--- src/hw/rtl/trrtp_pkg.sv ---
// Shared types, codes and default sizes for the round-robin thread picker.
`default_nettype none

package trrtp_pkg;

  // Default table geometry.
  localparam int PROCESS_COUNT_DEF       = 8;
  localparam int THREADS_PER_PROCESS_DEF = 8;

  // Fixed field widths of the channels.
  localparam int CMD_W   = 2;
  localparam int INDEX_W = 3;
  localparam int STATE_W = 2;

  // Command codes; the fourth code is unused and ignored.
  localparam logic [CMD_W-1:0] CMD_SCHEDULE    = 2'd0;
  localparam logic [CMD_W-1:0] CMD_WRITE_STATE = 2'd1;
  localparam logic [CMD_W-1:0] CMD_SET_CURRENT = 2'd2;

  // Per-slot thread state.
  typedef enum logic [STATE_W-1:0] {
    SLOT_ABSENT  = 2'd0,
    SLOT_READY   = 2'd1,
    SLOT_RUNNING = 2'd2,
    SLOT_OTHER   = 2'd3
  } slot_state_t;

  // Controller states.
  typedef enum logic [3:0] {
    ST_CLEAR = 4'b0001,
    ST_IDLE  = 4'b0010,
    ST_SCAN  = 4'b0100,
    ST_DONE  = 4'b1000
  } ctrl_state_t;

  // Commands from the controller to the datapath.
  typedef struct packed {
    logic clr_step;
    logic accept;
    logic scan_step;
    logic load_out;
  } dp_cmd_t;

  // Status from the datapath to the controller.
  typedef struct packed {
    logic clr_last;
    logic scan_stop;
    logic out_free;
  } dp_status_t;

endpackage

`default_nettype wire

--- src/hw/rtl/trrtp_ram.sv ---
// Generic single-write, single-read RAM with a registered read port.
`default_nettype none

module trrtp_ram #(
  parameter int WIDTH = 2,
  parameter int DEPTH = 64,
  localparam int AW = (DEPTH > 1) ? $clog2(DEPTH) : 1
) (
  input  wire logic             clk,
  input  wire logic             wr_en,
  input  wire logic [AW-1:0]    wr_addr,
  input  wire logic [WIDTH-1:0] wr_data,
  input  wire logic [AW-1:0]    rd_addr,
  output logic      [WIDTH-1:0] rd_data_r
);

  logic [WIDTH-1:0] mem [DEPTH];

  always_ff @(posedge clk) begin
    if (wr_en) begin
      mem[wr_addr] <= wr_data;
    end
    rd_data_r <= mem[rd_addr];
  end

endmodule

`default_nettype wire

--- src/hw/rtl/trrtp_ctrl.sv ---
// Controller state machine of the round-robin thread picker.
`default_nettype none

module trrtp_ctrl (
  input  wire logic                        clk,
  input  wire logic                        rst_n,
  input  wire logic                        in_valid,
  input  wire logic [trrtp_pkg::CMD_W-1:0] in_command,
  output logic                             in_stall,
  input  wire trrtp_pkg::dp_status_t       status,
  output trrtp_pkg::dp_cmd_t               cmd
);

  import trrtp_pkg::*;

  ctrl_state_t state_r;
  ctrl_state_t state_nxt;

  always_comb begin
    state_nxt     = state_r;
    cmd           = '0;
    in_stall      = 1'b1;
    case (state_r)
      ST_CLEAR: begin
        cmd.clr_step = 1'b1;
        if (status.clr_last) begin
          state_nxt = ST_IDLE;
        end
      end
      ST_IDLE: begin
        in_stall   = 1'b0;
        cmd.accept = in_valid;
        if (in_valid && in_command == CMD_SCHEDULE) begin
          state_nxt = ST_SCAN;
        end
      end
      ST_SCAN: begin
        cmd.scan_step = 1'b1;
        if (status.scan_stop) begin
          state_nxt = ST_DONE;
        end
      end
      ST_DONE: begin
        if (status.out_free) begin
          cmd.load_out = 1'b1;
          state_nxt    = ST_IDLE;
        end
      end
      default: begin
        state_nxt = ST_CLEAR;
      end
    endcase
  end

  always_ff @(posedge clk) begin
    if (!rst_n) begin
      state_r <= ST_CLEAR;
    end else begin
      state_r <= state_nxt;
    end
  end

endmodule

`default_nettype wire

--- src/hw/rtl/trrtp_dp.sv ---
// Datapath of the round-robin thread picker: slot table, scan registers, result register.
`default_nettype none

module trrtp_dp #(
  parameter int PROCESS_COUNT       = trrtp_pkg::PROCESS_COUNT_DEF,
  parameter int THREADS_PER_PROCESS = trrtp_pkg::THREADS_PER_PROCESS_DEF
) (
  input  wire logic                          clk,
  input  wire logic                          rst_n,
  input  wire trrtp_pkg::dp_cmd_t            cmd,
  output trrtp_pkg::dp_status_t              status,
  input  wire logic [trrtp_pkg::CMD_W-1:0]   in_command,
  input  wire logic [trrtp_pkg::INDEX_W-1:0] in_process_index,
  input  wire logic [trrtp_pkg::INDEX_W-1:0] in_thread_index,
  input  wire logic [trrtp_pkg::STATE_W-1:0] in_new_state,
  output logic                               out_valid,
  input  wire logic                          out_stall,
  output logic                               out_selected_valid,
  output logic      [trrtp_pkg::INDEX_W-1:0] out_selected_process,
  output logic      [trrtp_pkg::INDEX_W-1:0] out_selected_thread
);

  import trrtp_pkg::*;

  localparam int SLOT_TOTAL = PROCESS_COUNT * THREADS_PER_PROCESS;
  localparam int SLOT_W     = (SLOT_TOTAL > 1) ? $clog2(SLOT_TOTAL) : 1;
  localparam int PROC_W     = (PROCESS_COUNT > 1) ? $clog2(PROCESS_COUNT) : 1;
  localparam int THR_W      = (THREADS_PER_PROCESS > 1) ? $clog2(THREADS_PER_PROCESS) : 1;

  localparam logic [PROC_W-1:0] PROC_LAST  = PROC_W'(PROCESS_COUNT - 1);
  localparam logic [THR_W-1:0]  THR_LAST   = THR_W'(THREADS_PER_PROCESS - 1);
  localparam logic [SLOT_W-1:0] SLOT_LAST  = SLOT_W'(SLOT_TOTAL - 1);

  function automatic logic [SLOT_W-1:0] slot_addr(input logic [PROC_W-1:0] p,
                                                  input logic [THR_W-1:0]  t);
    slot_addr = SLOT_W'(SLOT_W'(p) * SLOT_W'(THREADS_PER_PROCESS) + SLOT_W'(t));
  endfunction

  // Round-robin successor of a (process, thread) position.
  function automatic logic [PROC_W-1:0] next_proc(input logic [PROC_W-1:0] p,
                                                  input logic [THR_W-1:0]  t);
    logic [PROC_W-1:0] np;
    np = p;
    if (t == THR_LAST) begin
      np = (p == PROC_LAST) ? '0 : PROC_W'(p + 1'b1);
    end
    next_proc = np;
  endfunction

  function automatic logic [THR_W-1:0] next_thr(input logic [THR_W-1:0] t);
    next_thr = (t == THR_LAST) ? '0 : THR_W'(t + 1'b1);
  endfunction

  // Architectural position registers.
  logic [PROC_W-1:0] scan_proc_r, scan_proc_nxt;
  logic [THR_W-1:0]  scan_thr_r,  scan_thr_nxt;
  logic [PROC_W-1:0] cur_proc_r,  cur_proc_nxt;
  logic [THR_W-1:0]  cur_thr_r,   cur_thr_nxt;

  // Scan working registers.
  logic [PROC_W-1:0] probe_proc_r, probe_proc_nxt;
  logic [THR_W-1:0]  probe_thr_r,  probe_thr_nxt;
  logic [SLOT_W-1:0] steps_r,      steps_nxt;
  logic              hit_r,        hit_nxt;
  logic [SLOT_W-1:0] clr_cnt_r,    clr_cnt_nxt;

  // Result register.
  logic               out_valid_r, out_valid_nxt;
  logic               out_sel_r,   out_sel_nxt;
  logic [INDEX_W-1:0] out_proc_r,  out_proc_nxt;
  logic [INDEX_W-1:0] out_thr_r,   out_thr_nxt;

  // Table port signals.
  logic               wr_en;
  logic [SLOT_W-1:0]  wr_addr;
  logic [STATE_W-1:0] wr_data;
  logic [SLOT_W-1:0]  rd_addr;
  logic [STATE_W-1:0] rd_data_r;

  // Input decode.
  logic                in_ok;
  logic [PROC_W+2:0]   in_proc_ext;
  logic [THR_W+2:0]    in_thr_ext;
  logic [PROC_W-1:0]   in_proc;
  logic [THR_W-1:0]    in_thr;
  logic [PROC_W+2:0]   cur_proc_ext;
  logic [THR_W+2:0]    cur_thr_ext;

  slot_state_t probe_state;
  logic        probe_ready;
  logic        probe_at_cur;
  logic        scan_last;
  logic        scan_stop;

  assign in_ok = (int'(in_process_index) < PROCESS_COUNT) &&
                 (int'(in_thread_index) < THREADS_PER_PROCESS);
  assign in_proc_ext  = (PROC_W + 3)'(in_process_index);
  assign in_thr_ext   = (THR_W + 3)'(in_thread_index);
  assign in_proc      = in_proc_ext[PROC_W-1:0];
  assign in_thr       = in_thr_ext[THR_W-1:0];
  assign cur_proc_ext = (PROC_W + 3)'(cur_proc_r);
  assign cur_thr_ext  = (THR_W + 3)'(cur_thr_r);

  // The read data in a scan cycle belongs to the probe position.
  assign probe_state  = slot_state_t'(rd_data_r);
  assign probe_ready  = (probe_state == SLOT_READY);
  assign probe_at_cur = (probe_state != SLOT_ABSENT) &&
                        (probe_proc_r == cur_proc_r) && (probe_thr_r == cur_thr_r);
  assign scan_last    = (steps_r == SLOT_LAST);
  assign scan_stop    = probe_ready || probe_at_cur || scan_last;

  assign status.clr_last  = (clr_cnt_r == SLOT_LAST);
  assign status.scan_stop = scan_stop;
  assign status.out_free  = !out_valid_r || !out_stall;

  // Reads run one slot ahead of evaluation.
  always_comb begin
    if (cmd.accept) begin
      rd_addr = slot_addr(next_proc(scan_proc_r, scan_thr_r), next_thr(scan_thr_r));
    end else begin
      rd_addr = slot_addr(next_proc(probe_proc_r, probe_thr_r), next_thr(probe_thr_r));
    end
  end

  always_comb begin
    wr_en   = 1'b0;
    wr_addr = clr_cnt_r;
    wr_data = SLOT_ABSENT;
    if (cmd.clr_step) begin
      wr_en = 1'b1;
    end else if (cmd.accept && in_command == CMD_WRITE_STATE && in_ok) begin
      wr_en   = 1'b1;
      wr_addr = slot_addr(in_proc, in_thr);
      wr_data = in_new_state;
    end else if (cmd.scan_step && probe_ready) begin
      wr_en   = 1'b1;
      wr_addr = slot_addr(probe_proc_r, probe_thr_r);
      wr_data = SLOT_RUNNING;
    end
  end

  always_comb begin
    scan_proc_nxt  = scan_proc_r;
    scan_thr_nxt   = scan_thr_r;
    cur_proc_nxt   = cur_proc_r;
    cur_thr_nxt    = cur_thr_r;
    probe_proc_nxt = probe_proc_r;
    probe_thr_nxt  = probe_thr_r;
    steps_nxt      = steps_r;
    hit_nxt        = hit_r;
    clr_cnt_nxt    = clr_cnt_r;
    out_valid_nxt  = out_valid_r;
    out_sel_nxt    = out_sel_r;
    out_proc_nxt   = out_proc_r;
    out_thr_nxt    = out_thr_r;

    if (cmd.clr_step) begin
      clr_cnt_nxt = SLOT_W'(clr_cnt_r + 1'b1);
    end

    if (cmd.accept) begin
      if (in_command == CMD_SET_CURRENT && in_ok) begin
        cur_proc_nxt = in_proc;
        cur_thr_nxt  = in_thr;
      end
      probe_proc_nxt = next_proc(scan_proc_r, scan_thr_r);
      probe_thr_nxt  = next_thr(scan_thr_r);
      steps_nxt      = '0;
    end

    if (cmd.scan_step) begin
      if (scan_stop) begin
        scan_proc_nxt = probe_proc_r;
        scan_thr_nxt  = probe_thr_r;
        hit_nxt       = probe_ready;
        if (probe_ready) begin
          cur_proc_nxt = probe_proc_r;
          cur_thr_nxt  = probe_thr_r;
        end
      end else begin
        probe_proc_nxt = next_proc(probe_proc_r, probe_thr_r);
        probe_thr_nxt  = next_thr(probe_thr_r);
        steps_nxt      = SLOT_W'(steps_r + 1'b1);
      end
    end

    if (cmd.load_out) begin
      out_valid_nxt = 1'b1;
      out_sel_nxt   = hit_r;
      out_proc_nxt  = hit_r ? cur_proc_ext[INDEX_W-1:0] : '0;
      out_thr_nxt   = hit_r ? cur_thr_ext[INDEX_W-1:0] : '0;
    end else if (out_valid_r && !out_stall) begin
      out_valid_nxt = 1'b0;
    end
  end

  always_ff @(posedge clk) begin
    if (!rst_n) begin
      scan_proc_r <= '0;
      scan_thr_r  <= '0;
      cur_proc_r  <= '0;
      cur_thr_r   <= '0;
      clr_cnt_r   <= '0;
      out_valid_r <= 1'b0;
    end else begin
      scan_proc_r <= scan_proc_nxt;
      scan_thr_r  <= scan_thr_nxt;
      cur_proc_r  <= cur_proc_nxt;
      cur_thr_r   <= cur_thr_nxt;
      clr_cnt_r   <= clr_cnt_nxt;
      out_valid_r <= out_valid_nxt;
    end
  end

  always_ff @(posedge clk) begin
    probe_proc_r <= probe_proc_nxt;
    probe_thr_r  <= probe_thr_nxt;
    steps_r      <= steps_nxt;
    hit_r        <= hit_nxt;
    out_sel_r    <= out_sel_nxt;
    out_proc_r   <= out_proc_nxt;
    out_thr_r    <= out_thr_nxt;
  end

  trrtp_ram #(
    .WIDTH (STATE_W),
    .DEPTH (SLOT_TOTAL)
  ) u_slot_ram (
    .clk       (clk),
    .wr_en     (wr_en),
    .wr_addr   (wr_addr),
    .wr_data   (wr_data),
    .rd_addr   (rd_addr),
    .rd_data_r (rd_data_r)
  );

  assign out_valid            = out_valid_r;
  assign out_selected_valid   = out_sel_r;
  assign out_selected_process = out_proc_r;
  assign out_selected_thread  = out_thr_r;

endmodule

`default_nettype wire

--- src/hw/rtl/two_level_round_robin_thread_picker_unit.sv ---
// Top level of the two-level round-robin thread picker.
// Write-state and set-current beats are taken in the idle state alone; a schedule beat also
// starts a scan that visits 1 to PROCESS_COUNT*THREADS_PER_PROCESS slots,
// one slot per cycle through the slot table's read port.
// After the scan the result beat waits in the final state until the result register is free.
// After reset the slot table is cleared one slot per cycle, every slot in turn.
`default_nettype none

module two_level_round_robin_thread_picker_unit #(
  parameter int PROCESS_COUNT       = trrtp_pkg::PROCESS_COUNT_DEF,
  parameter int THREADS_PER_PROCESS = trrtp_pkg::THREADS_PER_PROCESS_DEF
) (
  input  wire logic                          clk,
  input  wire logic                          rst_n,
  // Command channel.
  input  wire logic                          in_valid,
  output logic                               in_stall,
  input  wire logic [trrtp_pkg::CMD_W-1:0]   in_command,
  input  wire logic [trrtp_pkg::INDEX_W-1:0] in_process_index,
  input  wire logic [trrtp_pkg::INDEX_W-1:0] in_thread_index,
  input  wire logic [trrtp_pkg::STATE_W-1:0] in_new_state,
  // Result channel.
  output logic                               out_valid,
  input  wire logic                          out_stall,
  output logic                               out_selected_valid,
  output logic      [trrtp_pkg::INDEX_W-1:0] out_selected_process,
  output logic      [trrtp_pkg::INDEX_W-1:0] out_selected_thread
);

  import trrtp_pkg::*;

  // The controller sequences the clearing sweep, the per-beat table updates,
  // the slot-by-slot scan and the hand-off to the result register. The
  // datapath holds the slot table, the scan and current positions and the
  // result register.
  dp_cmd_t    dp_cmd;
  dp_status_t dp_status;

  // The command channel is open only while the controller idles. A beat is
  // accepted whether or not a previous result still waits on the output,
  // since the result register parts the two sides. A schedule beat then
  // waits in the final state until the result register is free.
  trrtp_ctrl u_ctrl (
    .clk        (clk),
    .rst_n      (rst_n),
    .in_valid   (in_valid),
    .in_command (in_command),
    .in_stall   (in_stall),
    .status     (dp_status),
    .cmd        (dp_cmd)
  );

  // The scan reads the table one slot ahead of the slot it judges, so that
  // each cycle examines a new slot. It stops at the first ready slot, at the
  // current slot when that is present, or after one full wrap. A ready slot
  // found by the scan becomes current and is marked running in the same cycle.
  trrtp_dp #(
    .PROCESS_COUNT       (PROCESS_COUNT),
    .THREADS_PER_PROCESS (THREADS_PER_PROCESS)
  ) u_dp (
    .clk                  (clk),
    .rst_n                (rst_n),
    .cmd                  (dp_cmd),
    .status               (dp_status),
    .in_command           (in_command),
    .in_process_index     (in_process_index),
    .in_thread_index      (in_thread_index),
    .in_new_state         (in_new_state),
    .out_valid            (out_valid),
    .out_stall            (out_stall),
    .out_selected_valid   (out_selected_valid),
    .out_selected_process (out_selected_process),
    .out_selected_thread  (out_selected_thread)
  );

endmodule

`default_nettype wire

--- config.mk ---
export PLATFORM = sky130hd
export DESIGN_NAME = two_level_round_robin_thread_picker_unit
export DESIGN_NICKNAME = d
export VERILOG_FILES = /design/src/hw/rtl/trrtp_pkg.sv /design/src/hw/rtl/trrtp_ram.sv /design/src/hw/rtl/trrtp_ctrl.sv /design/src/hw/rtl/trrtp_dp.sv /design/src/hw/rtl/two_level_round_robin_thread_picker_unit.sv
export SDC_FILE = /design/constraint.sdc
export NUM_CORES = 1
export LEC_CHECK = 0
export BUFFER_PORTS_ARGS = -buffer_cell sky130_fd_sc_hd__buf_2
export CAP_MARGIN = 20
export CORE_UTILIZATION = 55
export CTS_CLUSTER_DIAMETER = 80
export DETAILED_ROUTE_END_ITERATION = 6
export GPL_TIMING_DRIVEN = 0
export PLACE_DENSITY = 0.76
export SLEW_MARGIN = 20
export SYNTH_ARGS = -nofsm -noshare
export SYNTH_HDL_FRONTEND = slang
export SYNTH_HIERARCHICAL = 1
export SYNTH_SLANG_ARGS = --single-unit
--- constraint.sdc ---
create_clock -name clk -period 11.55 [get_ports clk]
set_input_delay 2.31 -clock clk [delete_from_list [all_inputs] [get_ports clk]]
set_output_delay 2.31 -clock clk [all_outputs]
set_load 0.005 [all_outputs]
==> impl_results.md, run 1 <==
- Outcome: completed
- # IOs: 23
- Fillers: 1024
- Worst reg2reg path depth: 10
- Synth cell types: 61
- Post_cts resized: 0
- Vias in the first global route: 5037
- IO Port Bufs: 22
- Die Ht: roughly 120 um
- Clock Sinks: 173
- Sequential area share after synthesis: 61.2%
- Final setup violating endpoints: 0
- Post-Place Worst Slack: 6.00 ns
- CP Max Fanout: 10
- Vias: ~5.1k
- FF+latch count, synth: 173
- CTS clk-pin slew, worst paths: about 0.07 ns
- Post-CTS Hold Fix Bufs: 0
- Crit end category: flip-flop
- Root Driver: clkbuf_16
- Largest net degree at the start of global routing: just under 50
- Critical path buffer and inverter count: 4
- Initial Util: 56.6%
- Top cell type's share of synthesized area: 51.8%
- Share of layout cells above drive strength 1: a little under a fifth
- Crit-path leading delay family: simple AND/OR/NAND/NOR gates
- Die Wd: 122 um
- Synth top area cells: edfxtp_1 (52%), dfxtp_1 (9.4%), mux4_2 (8.3%), nor2_1 (3.9%), mux2i_1 (2.9%)
- Area after DPL: 0.00831 sq mm
- Hold Path Depth: 2
- Largest area contributor in the netlist: edfxtp_1
- Worst skew pair latency: 0.43 ns
- # placed instances: 801
- Drt via density: 6.09
- Yosys warns: 6
- Residual DRC: 0
- Comb pwr share: 3.7%
- Die Area: about 0.015 sq mm
- Gr usage total: 24.7%
- TritonCTS clock tree: built
- Clock power share: 43.5%
- Critical Path Start Type: input port
- Post-CTS Setup Repair Bufs: 0
- Worst Max-Slew Pin Slew: 0.938 ns
- Initial antenna violation count: 0
- Wire per inst: 20.3 um
- CP Cell Sequence: buf_2 > inv_1 > nor2_1 > inv_2 > nor3b_1 > buf_2 > a22oi_1 > o21ai_0 > nand4_1 > nor2_1
- Clock Skew: 0.00884 ns
- Top_reg_cell synth: edfxtp_1
- Number of synthesized flops with an enable pin: ~140
- Min Tclk post-route: 5.21 ns
- Final Hold Violating Endpoints: 0
- Sw Pwr: 0.297 mW
- Area Overhead vs Synth: 12.5%
- WP data required: roughly 12 ns
- Max clock buf depth: 2
- Area of the core: between 0.01 and 0.015 sq mm
- R2r setup slk: 7.31 ns
- Final wirelength: 16900 um
- Final Wtd Congestion: ~0.97
- Crit path arrival time: 5.33 ns
- Post-route insts no fill: 833
- Reg power frac: between 50% and 60%
- Worst path slowest cell: nand4_1
- Initial DRC count: 471
- Async SR Flop Fraction: 0%
- RSZ-0062 raised after global routing: false
- Antenna cells: 0
- Initial DRT Pass Iterations: 5
- H-Tree Depth: 4
- Global-route wire length before repair: 26400 um
- Power density cells: 143 mW/mm^2
- Layout Nets: 664
- Fin crit share: 45.1%
- Syn Std Cell Area: 0.00789 sq mm
- Worst vdd ir: around 140 uV
- Antenna viol nets, final: 0
- Total gr overflow: 0
- Total Neg Setup Slack: 0 ns
- Core Util, Final: 63.7%
- HPWL after detailed placement: around 12000 um
- Cells after Synth: 596
- Slew Viols, Final: 0
- Post-Syn Nets: 620
- F_max: 192 MHz
- # Max-Cap Violations: 0
- Post-Layout Inst Area: about 0.009 sq mm
- Switching share of total power: 23.4%
- Num CTS Buffers: 17
- Slew headroom: 36.8%
- Site Rows: between 40 and 50
- Type of the worst setup path: in2reg
- Fin worst setup slack: 6.34 ns
- Crit path largest cell delay: 0.71 ns
- Post-Syn Area per Cell: between 10 and 15 sq um
- Worst path depth: 10
- P_leak: 3.17 nW
- Min-Delay Path Class: reg2reg
- Int Pwr: 0.971 mW
[logic make-up (layout without fill, tap and decap cells)]
| kind of cell | Yosys count | count (layout) | synth area share, % |
|---|---|---|---|
| AND/OR/NAND/NOR | 221 | 221 | 13.6 |
| flip-flops | 173 | 173 | 61.2 |
| AO/OA/AOI/OAI | 82 | 82 | 7.39 |
| multiplexers | 57 | 57 | 11.9 |
| buffers and inverters | 40 | 97 | 2.79 |
| XOR/XNOR | 13 | 13 | 1.54 |
| adder cells (fa/ha/maj) | 10 | 10 | 1.59 |
[power groups by stage]
| stage | clock [mW] | combinational (mW) | sequential [mW] |
|---|---|---|---|
| after global routing | 0.582 | 0.0507 | 0.670 |
| after CTS | 0.562 | 0.0459 | 0.669 |
| after global placement | 0 | 0.0447 | 0.683 |
| final | 0.551 | 0.0471 | 0.670 |
| after floorplan | 0 | 0.0299 | 0.682 |
| after detailed placement | 0 | 0.0458 | 0.683 |
[sequential cells by signal (all words and copies together) (netlist names), 2 cells and up]
name and flops:
u_dp/cur_proc_r 3, u_dp/cur_thr_r 3, u_dp/u_slot_ram/mem 128, u_dp/probe_proc_r 3, u_dp/scan_thr_r 3, u_dp/scan_proc_r 3
u_ctrl/state_r 4, u_dp/probe_thr_r 3, u_dp/steps_r 6, u_dp/out_selected_thread 3, u_dp/clr_cnt_r 6, u_dp/u_slot_ram/rd_data_r 2
u_dp/out_selected_process 3
[per-stage QoR]
stage               hold slack, ns  total power, mW
floorplan                    0.438            0.712
global placement             0.455            0.728
detailed placement           0.466            0.729
CTS                          0.476             1.28
global route                 0.486             1.30
finish                       0.480             1.27
[cells in the mapped netlist (all sizes together) (3+ instances only)]
library cell and count:
buf 15, o21ai 21, nor2 81, nand3 11, or3 3, nand2 57, xnor2 10, ha 10
a22o 3, and3 6, nand3b 5, a211o 4, nand4 6, xor2 3, nand2b 5, nor3 3
and2 15, a21o 3, nor3b 5, a21boi 3, mux2i 23, edfxtp 136, dfxtp 37, clkbuf 18
a21oi 10, mux2 5, nor2b 12, mux4 29, inv 7, a22oi 12, o211a 7, or3b 3
a311oi 3
[per-layer routing]
| layer | global-route usage, % | share of wire [%] | wire (um) |
|---|---|---|---|
| met1 | 30.0 | 40 | 6850 |
| met2 | 40.6 | 49 | 8280 |
| met3 | 6.74 | 6.7 | 1140 |
| met4 | 12.4 | 4.0 | 671 |
| met5 | 0 | 0 | 0 |
[worst reg2reg max path, cell delays in order (launching register included)]
cell and delay, ns:
dfxtp_1 0.30, buf_2 0.19, or4b_4 0.52, nor2_1 0.36, inv_2 0.18, nor3b_1 0.30
buf_2 0.26, a22oi_1 0.12, o21ai_0 0.60, nand4_1 0.71, nor2_1 0.39
[final cells by class]
type | count | area [sq um] | area share [%]
sequential | 173 | 4820 | 54.4
multi-input combinational | 383 | 2850 | 32.1
clock inverter | 15 | 141 | 1.59
clock buffer | 17 | 425 | 4.79
buffer | 33 | 194 | 2.19
timing repair buffer | 25 | 185 | 2.09
inverter | 7 | 26.3 | 0.296
tap | 180 | 225 | 2.54
[layout by cell type (no fill, tap or decap), drive strengths merged, types with 11 or more instances in the layout]
cell type  synthesis  routed
mux4              29      29
dfxtp             37      37
clkbuf            18      35
edfxtp           136     136
a22oi             12      12
buf               15      40
inv                7      18
and2              15      15
mux2i             23      23
nor2              81      81
nor2b             12      12
nand2             57      57
nand3             11      11
o21ai             21      21
[final timing paths]
path                                end               start
min                  u_dp/scan_thr_r[1]  u_dp/scan_thr_r[1]
min reg2reg          u_dp/scan_thr_r[1]  u_dp/scan_thr_r[1]
max          u_dp/u_slot_ram/mem[31][1]            in_valid
max reg2reg  u_dp/u_slot_ram/mem[31][1]   u_ctrl/state_r[1]
Note: power is estimated with default switching activity, not from simulation.
==> run 2: changes to the inputs <==
Settings changed: PLACE_DENSITY 0.76 to 0.79.
Clock period 11.55 ns to 4.7 ns, I/O delays scaled along.
==> run 2 against run 1 <==
Die area is the same. Sequential cell count is the same. Sequential power grew 150%. Clock skew grew 0.0036 ns. Count of clock-buffer cells in the layout grew 1. Critical path depth is the same. Combinational power grew 140%. Critical path type is now reg2reg. Highest routed layer unchanged.
==> impl_results.md, run 2 (synthesized netlist as in run 1, its figures left out) <==
- # Max-Cap Violations: 0 (unchanged)
- Residual DRC: 0 (unchanged)
- Num CTS Buffers: 17 (unchanged)
- WP data required: 4.81 ns (was 11.67 ns)
- Crit path arrival time: 4.32 ns (was 5.33 ns)
- Post-CTS Hold Fix Bufs: 0 (unchanged)
- Share of layout cells above drive strength 1: 17.5% (was 18.1%)
- Clock Skew: 0.0124 ns (was 0.00884 ns)
- # IOs: 23 (unchanged)
- R2r setup slk: 0.50 ns (was 7.31 ns)
- F_max: about 240 MHz
- Layout Nets: 663 (was 664)
- IO Port Bufs: 22 (unchanged)
- Most common cell after layout, fill and taps aside: edfxtp_1 (unchanged)
- Crit end category: flip-flop (unchanged)
- Final Hold Violating Endpoints: 0 (unchanged)
- CTS clk-pin slew, worst paths: 0.06 ns (was 0.07 ns)
- Wire per inst: 20.2 um (was 20.3 um)
- Outcome: completed (unchanged)
- Clock Sinks: 173 (unchanged)
- Max clock buf depth: 2 (unchanged)
- Slew headroom: 41.2% (was 36.8%)
- Min Tclk post-route: 4.20 ns
- Max FFs per register: 128 (unchanged)
- Largest registers: u_dp/u_slot_ram/mem (128), u_dp/clr_cnt_r (6), u_dp/steps_r (6) (unchanged)
- Core Util, Final: 63.4% (was 63.7%)
- Critical Path Start Type: flip-flop (was input port)
- Type of the worst setup path: reg2reg (was in2reg)
- Global-route wire length before repair: 26500 um (was 26400 um)
- Worst setup startpoint: u_ctrl/state_r[1] (was in_valid)
- Vias in the first global route: 5029 (was 5037)
- Post_cts resized: 0 (unchanged)
- Fin worst setup slack: 0.497 ns (was 6.34 ns)
- Fillers: 1018 (was 1024)
- Final setup violating endpoints: 0 (unchanged)
- Vias: 5078 (was 5076)
- TritonCTS clock tree: built (unchanged)
- Antenna viol nets, final: 0 (unchanged)
- Worst reg2reg path depth: 10 (unchanged)
- Reg-to-Reg End: u_dp/u_slot_ram/mem[47][0] (was u_dp/u_slot_ram/mem[31][1])
- Area of the core: 0.0139 sq mm (unchanged)
- Final wirelength: 16700 um (was 16900 um)
- Antenna cells: 0 (unchanged)
- Most frequent cells in the layout: edfxtp_1 (136), nor2_1 (80), nand2_1 (57), dfxtp_1 (37), mux4_2 (29) (unchanged)
- Power density cells: 353 mW/mm^2 (was 143 mW/mm^2)
- Total gr overflow: 0 (unchanged)
- End of the critical path: u_dp/u_slot_ram/mem[47][0] (was u_dp/u_slot_ram/mem[31][1])
- Root Driver: clkbuf_16 (unchanged)
- Post-Place Worst Slack: 0.504 ns (was 6.00 ns)
- Initial Util: 56.6% (unchanged)
- Biggest register: u_dp/u_slot_ram/mem (unchanged)
- Hold wc startpoint: u_dp/scan_thr_r[1] (unchanged)
- Initial antenna violation count: 0 (unchanged)
- Gr usage total: 24.5% (was 24.7%)
- Worst Max-Slew Pin Slew: 0.873 ns (was 0.938 ns)
- Worst skew pair latency: 0.43 ns (about the same)
- CP Max Fanout: 10 (unchanged)
- Initial DRC count: 520 (was 471)
- Largest net degree at the start of global routing: 52 (was 49)
- Final hold slack: 0.474 ns (was 0.480 ns)
- RSZ-0062 raised after global routing: false (unchanged)
- Post-CTS Setup Repair Bufs: 0 (unchanged)
- Worst vdd ir: 289 uV (was 139 uV)
- Initial DRT Pass Iterations: 6 (was 5)
- Final Wtd Congestion: 0.892 (was 0.971)
- Die Area: 0.0148 sq mm (unchanged)
- P_leak: 3.15 nW (was 3.17 nW)
- Slew Viols, Final: 0 (unchanged)
- Die Wd: 122 um (unchanged)
- Site Rows: 43 (unchanged)
- Total Neg Setup Slack: 0 ns (unchanged)
- Drt via density: 6.12 (was 6.09)
- Worst r2r src: u_ctrl/state_r[1] (unchanged)
- Area Overhead vs Synth: 12.0% (was 12.5%)
- H-Tree Depth: 4 (unchanged)
- Die Ht: 122 um (unchanged)
- Min-Delay Path Class: reg2reg (unchanged)
- Fin crit share: 89.4%
- HPWL after detailed placement: 11300 um (was 11600 um)
-- run 2: cell types whose count changed in the layout (fill, tap and decap cells not counted), sizes merged --
cell and delta:
buf -1, bufinv +2, clkbuf +1, clkinv -1
clkinvlp +2, inv -6
-- run 2: worst min path at each step --
stage	depth (start not counted)	slack (ns)	endpoint
2_1_floorplan	2	0.44	u_dp/scan_thr_r[1]
3_3_place_gp	2	0.45	u_dp/scan_thr_r[2]
3_5_place_dp	2	0.46	u_dp/scan_thr_r[1]
4_1_cts	2	0.47	u_dp/scan_thr_r[1]
5_1_grt	2	0.49	u_dp/scan_thr_r[2]
6_report	2	0.47	u_dp/scan_thr_r[1]
-- run 2: routing by layer --
layer	part of all wire [%]	global-route usage, %
met1	40	30.4
met2	50	40.7
met3	7.0	5.48
met4	3.2	12.0
met5	0	0
-- run 2: critical path, cell delays in order, from the launching register on --
cell     delay (ns)
dfxtp_1        0.30
buf_2          0.18
or4b_4         0.52
nor2_1         0.34
inv_2          0.18
nor3b_1        0.35
buf_2          0.27
a22oi_1        0.12
o21ai_0        0.61
nand4_1        0.65
nor2_1         0.38
-- run 2: final cells by class --
class	instances	area, sq um	share of cell area [%]
Buffer	33	194	2.19
Clock inverter	12	136	1.54
Tap cell	180	225	2.55
Clock buffer	18	429	4.86
Sequential cell	173	4820	54.6
Multi-Input combinational cell	383	2850	32.3
Inverter	7	26.3	0.297
Timing Repair Buffer	24	150	1.70
-- run 2: per-stage QoR --
step / power [mW] / cells / cell area (sq um)
2_1_floorplan: 1.75 / 596 / 7890
3_3_place_gp: 1.79 / 798 / 8220
3_5_place_dp: 1.79 / 800 / 8270
4_1_cts: 3.14 / 830 / 8840
5_1_grt: 3.21 / 830 / 8840
6_report: 3.12 / 830 / 8840
-- run 2: power breakdown --
group / switching [mW] / total, mW / leakage [nW] / internal [mW]
clock network: 0.576 / 1.36 / 0.275 / 0.783
registers: 0.00715 / 1.65 / 1.58 / 1.64
logic: 0.0744 / 0.115 / 1.29 / 0.0403
total: 0.657 / 3.12 / 3.15 / 2.46
